## src/rtl/orov_pkg.sv

```systemverilog
// ----------------------------------------------------------------------------
// orov_pkg
// Shared constants and request types for the oriented rectangle overlap block.
// ----------------------------------------------------------------------------
package orov_pkg;

  localparam int COORD_WIDTH    = 16;
  localparam int ANGLE_BITS     = 12;
  localparam int TRIG_FRAC_BITS = 14;

  typedef struct packed {
    logic signed [COORD_WIDTH-1:0] first_center_x;
    logic signed [COORD_WIDTH-1:0] first_center_y;
    logic        [COORD_WIDTH-2:0] first_width;
    logic        [COORD_WIDTH-2:0] first_height;
    logic        [ANGLE_BITS-1:0]  first_angle;
    logic signed [COORD_WIDTH-1:0] second_center_x;
    logic signed [COORD_WIDTH-1:0] second_center_y;
    logic        [COORD_WIDTH-2:0] second_width;
    logic        [COORD_WIDTH-2:0] second_height;
    logic        [ANGLE_BITS-1:0]  second_angle;
  } orov_in_req_t;

  typedef struct packed {
    logic overlap_flag;
    logic covers_flag;
  } orov_out_req_t;

endpackage

```

## src/rtl/orov_corners.sv

```systemverilog
// ----------------------------------------------------------------------------
// orov_corners
// Corners of one rectangle as offsets from the other centre, three stages.
// ----------------------------------------------------------------------------
module orov_corners #(
  parameter int COORD_WIDTH    = orov_pkg::COORD_WIDTH,
  parameter int TRIG_FRAC_BITS = orov_pkg::TRIG_FRAC_BITS,
  localparam int DW            = COORD_WIDTH + 5
) (
  input  logic                             clk_i,
  input  logic                             en_i,
  input  logic        [COORD_WIDTH-2:0]    width_i,
  input  logic        [COORD_WIDTH-2:0]    height_i,
  input  logic signed [COORD_WIDTH-1:0]    cx_i,
  input  logic signed [COORD_WIDTH-1:0]    cy_i,
  input  logic signed [COORD_WIDTH-1:0]    ox_i,
  input  logic signed [COORD_WIDTH-1:0]    oy_i,
  input  logic signed [TRIG_FRAC_BITS+1:0] sin_i,
  input  logic signed [TRIG_FRAC_BITS+1:0] cos_i,
  output logic signed [DW-1:0]             dx_o [4],
  output logic signed [DW-1:0]             dy_o [4]
);

  localparam int PW = COORD_WIDTH + TRIG_FRAC_BITS + 2;
  localparam int CW = COORD_WIDTH + 4;

  logic signed [PW-1:0]          wc_q, ws_q, hc_q, hs_q;
  logic signed [COORD_WIDTH-1:0] cx_q, cy_q, ox_q, oy_q, ox2_q, oy2_q;
  logic signed [CW-1:0]          px_d [4], py_d [4];
  logic signed [CW-1:0]          px_q [4], py_q [4];
  logic signed [DW-1:0]          dx_q [4], dy_q [4];

  // products of the half extents with the rotation
  always_ff @(posedge clk_i) begin
    if (en_i) begin
      wc_q <= $signed({1'b0, width_i}) * cos_i;
      ws_q <= $signed({1'b0, width_i}) * sin_i;
      hc_q <= $signed({1'b0, height_i}) * cos_i;
      hs_q <= $signed({1'b0, height_i}) * sin_i;
      cx_q <= cx_i;
      cy_q <= cy_i;
      ox_q <= ox_i;
      oy_q <= oy_i;
    end
  end

  // rotated offsets, rounded half up, plus doubled centre
  always_comb begin
    logic signed [PW:0] sx, sy, rx, ry;
    for (int k = 0; k < 4; k++) begin
      sx = (k[0] ? (PW+1)'(wc_q) : -(PW+1)'(wc_q)) +
           (k[1] ? -(PW+1)'(hs_q) : (PW+1)'(hs_q));
      sy = (k[1] ? -(PW+1)'(hc_q) : (PW+1)'(hc_q)) -
           (k[0] ? (PW+1)'(ws_q) : -(PW+1)'(ws_q));
      rx = sx + (PW+1)'(1 << (TRIG_FRAC_BITS - 1));
      ry = sy + (PW+1)'(1 << (TRIG_FRAC_BITS - 1));
      px_d[k] = CW'($signed({cx_q, 1'b0})) + CW'($signed(rx[PW:TRIG_FRAC_BITS]));
      py_d[k] = CW'($signed({cy_q, 1'b0})) + CW'($signed(ry[PW:TRIG_FRAC_BITS]));
    end
  end

  always_ff @(posedge clk_i) begin
    if (en_i) begin
      px_q  <= px_d;
      py_q  <= py_d;
      ox2_q <= ox_q;
      oy2_q <= oy_q;
    end
  end

  always_ff @(posedge clk_i) begin
    if (en_i) begin
      for (int k = 0; k < 4; k++) begin
        dx_q[k] <= DW'(px_q[k]) - DW'($signed({ox2_q, 1'b0}));
        dy_q[k] <= DW'(py_q[k]) - DW'($signed({oy2_q, 1'b0}));
      end
    end
  end

  assign dx_o = dx_q;
  assign dy_o = dy_q;

endmodule

```

## config.mk

```make
export PLATFORM = sky130hd
export DESIGN_NAME = orov_corners
export DESIGN_NICKNAME = d
export VERILOG_FILES = /design/src/rtl/orov_pkg.sv /design/src/rtl/orov_corners.sv
export SDC_FILE = /design/constraint.sdc
export NUM_CORES = 2
export LEC_CHECK = 0
export BUFFER_PORTS_ARGS = -buffer_cell sky130_fd_sc_hd__buf_2
export CELL_PAD_IN_SITES_DETAIL_PLACEMENT = 1
export CELL_PAD_IN_SITES_GLOBAL_PLACEMENT = 1
export CORE_MARGIN = 2
export CORE_UTILIZATION = 45
export DETAILED_ROUTE_END_ITERATION = 6
export GPL_TIMING_DRIVEN = 0
export PLACE_DENSITY_LB_ADDON = 0.2
export REMOVE_ABC_BUFFERS = 1
export SETUP_SLACK_MARGIN = 0.15
export SKIP_LAST_GASP = 1
export SLEW_MARGIN = 5
export SYNTH_ARGS = -nofsm -noshare
export SYNTH_HDL_FRONTEND = slang
export SYNTH_SLANG_ARGS = --single-unit
```

## constraint.sdc

```tcl
create_clock -name clk_i -period 15.4 [get_ports clk_i]
set_input_delay 1.54 -clock clk_i [delete_from_list [all_inputs] [get_ports clk_i]]
set_output_delay 1.54 -clock clk_i [all_outputs]
set_load 0.02 [all_outputs]
```

==> results.json <==
{
  "setup_viol": 0,
  "synthTopCellsByArea": "edfxtp_1, ha_1, fa_1",
  "synth_top_area_share_pct": 21.7,
  "clock_latency_ns": 0.70,
  "ys_warn_count": 0,
  "crit_type": "in -> reg",
  "hold_buffers": 0,
  "die_h_um": 416,
  "rsz0062_at_grt": "no",
  "synth-seq-cells": 552,
  "die-area_um2": 173000,
  "mostFrequentLayoutCell": "ha_1",
  "cts_tree": "done",
  "crit_buf_inv": 4,
  "grt_pass1_wl_um": 341000,
  "ant_nets": 0,
  "hold_path.class": "reg -> reg",
  "cpMostUsedCell": "fa_1",
  "dr.first_iter.drc_count": 2491,
  "tightest_slew_ns": 1.34,
  "antenna_found_initial": 10,
  "clock_skew_ns": 0.0294,
  "critical-path-max-stage-delay_ns": 1.04,
  "cap_violations": 0,
  "avgSynthCellArea_um2": 9.53,
  "crit_family": "adder cells",
  "arrival_ns": 9.27,
  "hold_viol_final": 0,
  "async_reset_ff_share_pct": 0,
  "fmaxAchievable_mhz": 113,
  "layout-drive-gt1-share_pct": 5.57,
  "synth_ff_type": "edfxtp_1",
  "seq_area_frac_synth_pct": 21.7,
  "grt_pass1_vias": 62800,
  "synth_area_um2": 76300,
  "path_clk_slew_ns": 0.06,
  "wl_per_cell_um": 20.6,
  "area_delta_synth_final_pct": 7.61,
  "htreeDepth": 2,
  "gp_congestion": 0.891,
  "hold_ws_ns": 0.417,
  "cts.repair.resized": 0,
  "fin_nets": 10300,
  "crit_required_ns": 15.81,
  "synth_edf_count": 552,
  "endpoint_kind": "flip-flop",
  "r2r_slack_ns": 7.20,
  "num_io_pins": 296,
  "dieWidth_um": 416,
  "vias": 57300,
  "cts_root_buf": "clkbuf_16",
  "cp_slowest_cell": "o41ai_1",
  "period_share_pct": 57.5,
  "rr_endpoint": "py_q[17]",
  "timing.rr.start": "hc_q[5]",
  "crit_chain": "buf_2, nand2_1, fa_1, fa_1, inv_1, fa_1, inv_1, fa_1, fa_1, fa_1, inv_1, ha_1, and4_1, o21ai_0, o21ai_0, a311oi_1, o41ai_1, a31oi_1, or3_1, o21ai_0, xnor2_1",
  "mostFrequentLayoutCells": "ha_1, inv_1, fa_1, nand2_1, edfxtp_1",
  "cp-start-kind": "input pin",
  "netlist_instances": 8009,
  "dp_hpwl_um": 173000,
  "slew_viol_final": 0,
  "cts_setup_buffers": 0,
  "cp_max_fo": 30,
  "first_pass_iters": 7,
  "critPathLaunch": "sin_i[1]",
  "io_buffers": 295,
  "slew_headroom_pct": 9.78,
  "fin_setup_tns_ns": 0,
  "fin_crit_ns": 8.86,
  "grt_util_all_layers_pct": 24.8,
  "clkSinkCount": 552,
  "fillCellCount": 19200,
  "worst_r2r_path_depth": 26,
  "start_util_pct": 45.2,
  "status": "completed",
  "worstSetupEndpoint": "hs_q[31]",
  "cts_buffers": 61,
  "synth_largest_area_cell": "edfxtp_1",
  "crit_cells": 21,
  "gr-total-overflow": 0,
  "wirelength_um": 215000,
  "core_area_um2": 169000,
  "via_per_inst": 5.48,
  "drc_errors": 0,
  "grt_max_degree": 120,
  "rows": 151,
  "clockBufferDepth": 3,
  "ys_types": 75
}
## sequential cells by signal (all words and copies together) (netlist names), 32 cells and up
signal / flops
hc_q: 32
ws_q: 32
py_q: 80
px_q: 80
dx_o: 84
wc_q: 32
hs_q: 32
dy_o: 84
## cells in the mapped netlist (130+ instances only)
cell and number:
edfxtp_1 552, nor3_1 168, xor2_1 130, nor2_1 423, fa_1 736, nand2_1 712
o21ai_0 237, a21oi_1 343, xnor2_1 450, inv_1 1190, nor2b_1 151, ha_1 1243
a21o_1 159, clkbuf_1 197, and2_1 464
## kinds of logic (layout without fill, tap and decap cells)
group                      after synthesis  after routing  share of synthesized area [%]
muxes                                    4              4                         0.0525
buffers and inverters                 1388           1604                           6.83
AOI/OAI and AO/OA                     1174           1174                           9.93
and+or+nand+nor                       2330           2330                           15.0
xor gates and xnor gates               582            582                           6.72
DFF                                    552            552                           21.7
adders and majority gates             1979           1979                           39.7
other                                    0              1                              0
## metal layers
layer  vias to the layer above  GRT usage (%)  wire length, µm
li1                      27100              -                -
met1                     28900           33.4           100000
met4                         0           7.45             6790
met2                       969           42.3           102000
met5                         -              0                0
met3                       260           2.06             6740
## worst register-to-register path: stages (launching register included)
cell and delay [ns]:
edfxtp_1 0.49, or4_1 0.64, nor4_1 0.58, nand2_1 0.34, nor4_1 0.32, xnor2_1 0.26, ha_1 0.32, ha_1 0.29
or3_1 0.37, o21ai_0 0.09, a21oi_1 0.06, a21oi_1 0.54, o21ai_0 0.44, a21oi_1 0.38, ha_1 0.23, inv_1 0.06
fa_1 0.42, nor2b_1 0.12, o21ai_0 0.12, a21boi_0 0.24, o21ai_0 0.14, a21boi_0 0.26, o21ai_0 0.17, a21oi_1 0.36
nor3_1 0.15, or3_1 0.38, o311ai_0 0.15
## cell type report
cell class                 count  area (µm²)  share of cell area (%)
clock buffer                  68        1570                    1.92
multi-input combinational   6069       54500                    66.4
timing repair buffer         299        1600                    1.94
inverter                    1190        4470                    5.44
tap                         2218        2780                    3.38
sequential                   552       16600                    20.2
antenna                        1        2.50                 0.00305
clock inverter                47         602                   0.733
## per-stage QoR
step,cell area [µm²],util (%),std cells,worst slack (ns)
after floorplan,75600,-,7811,8.06
after global placement,79800,47.2,10300,4.52
after detailed placement,79900,47.3,10300,5.82
after CTS,82100,48.6,10400,6.53
after global routing,82100,48.6,10400,5.99
final,82100,48.6,10400,6.54
## worst min-delay path by stage
stage | from | to | slack [ns] | cells past startpoint
6_report | ox_q[1] | ox2_q[1] | 0.42 | 0
5_1_grt | ox_q[1] | ox2_q[1] | 0.42 | 0
4_1_cts | ox_q[1] | ox2_q[1] | 0.41 | 0
3_5_place_dp | oy_q[14] | oy2_q[14] | 0.41 | 0
3_3_place_gp | ox_q[2] | ox2_q[2] | 0.40 | 0
2_1_floorplan | px_q[0] | dx_o[0] | 0.40 | 0
Power is not shown: default switching activity piles up to over one toggle a cycle in this logic, so the estimate is an artifact.
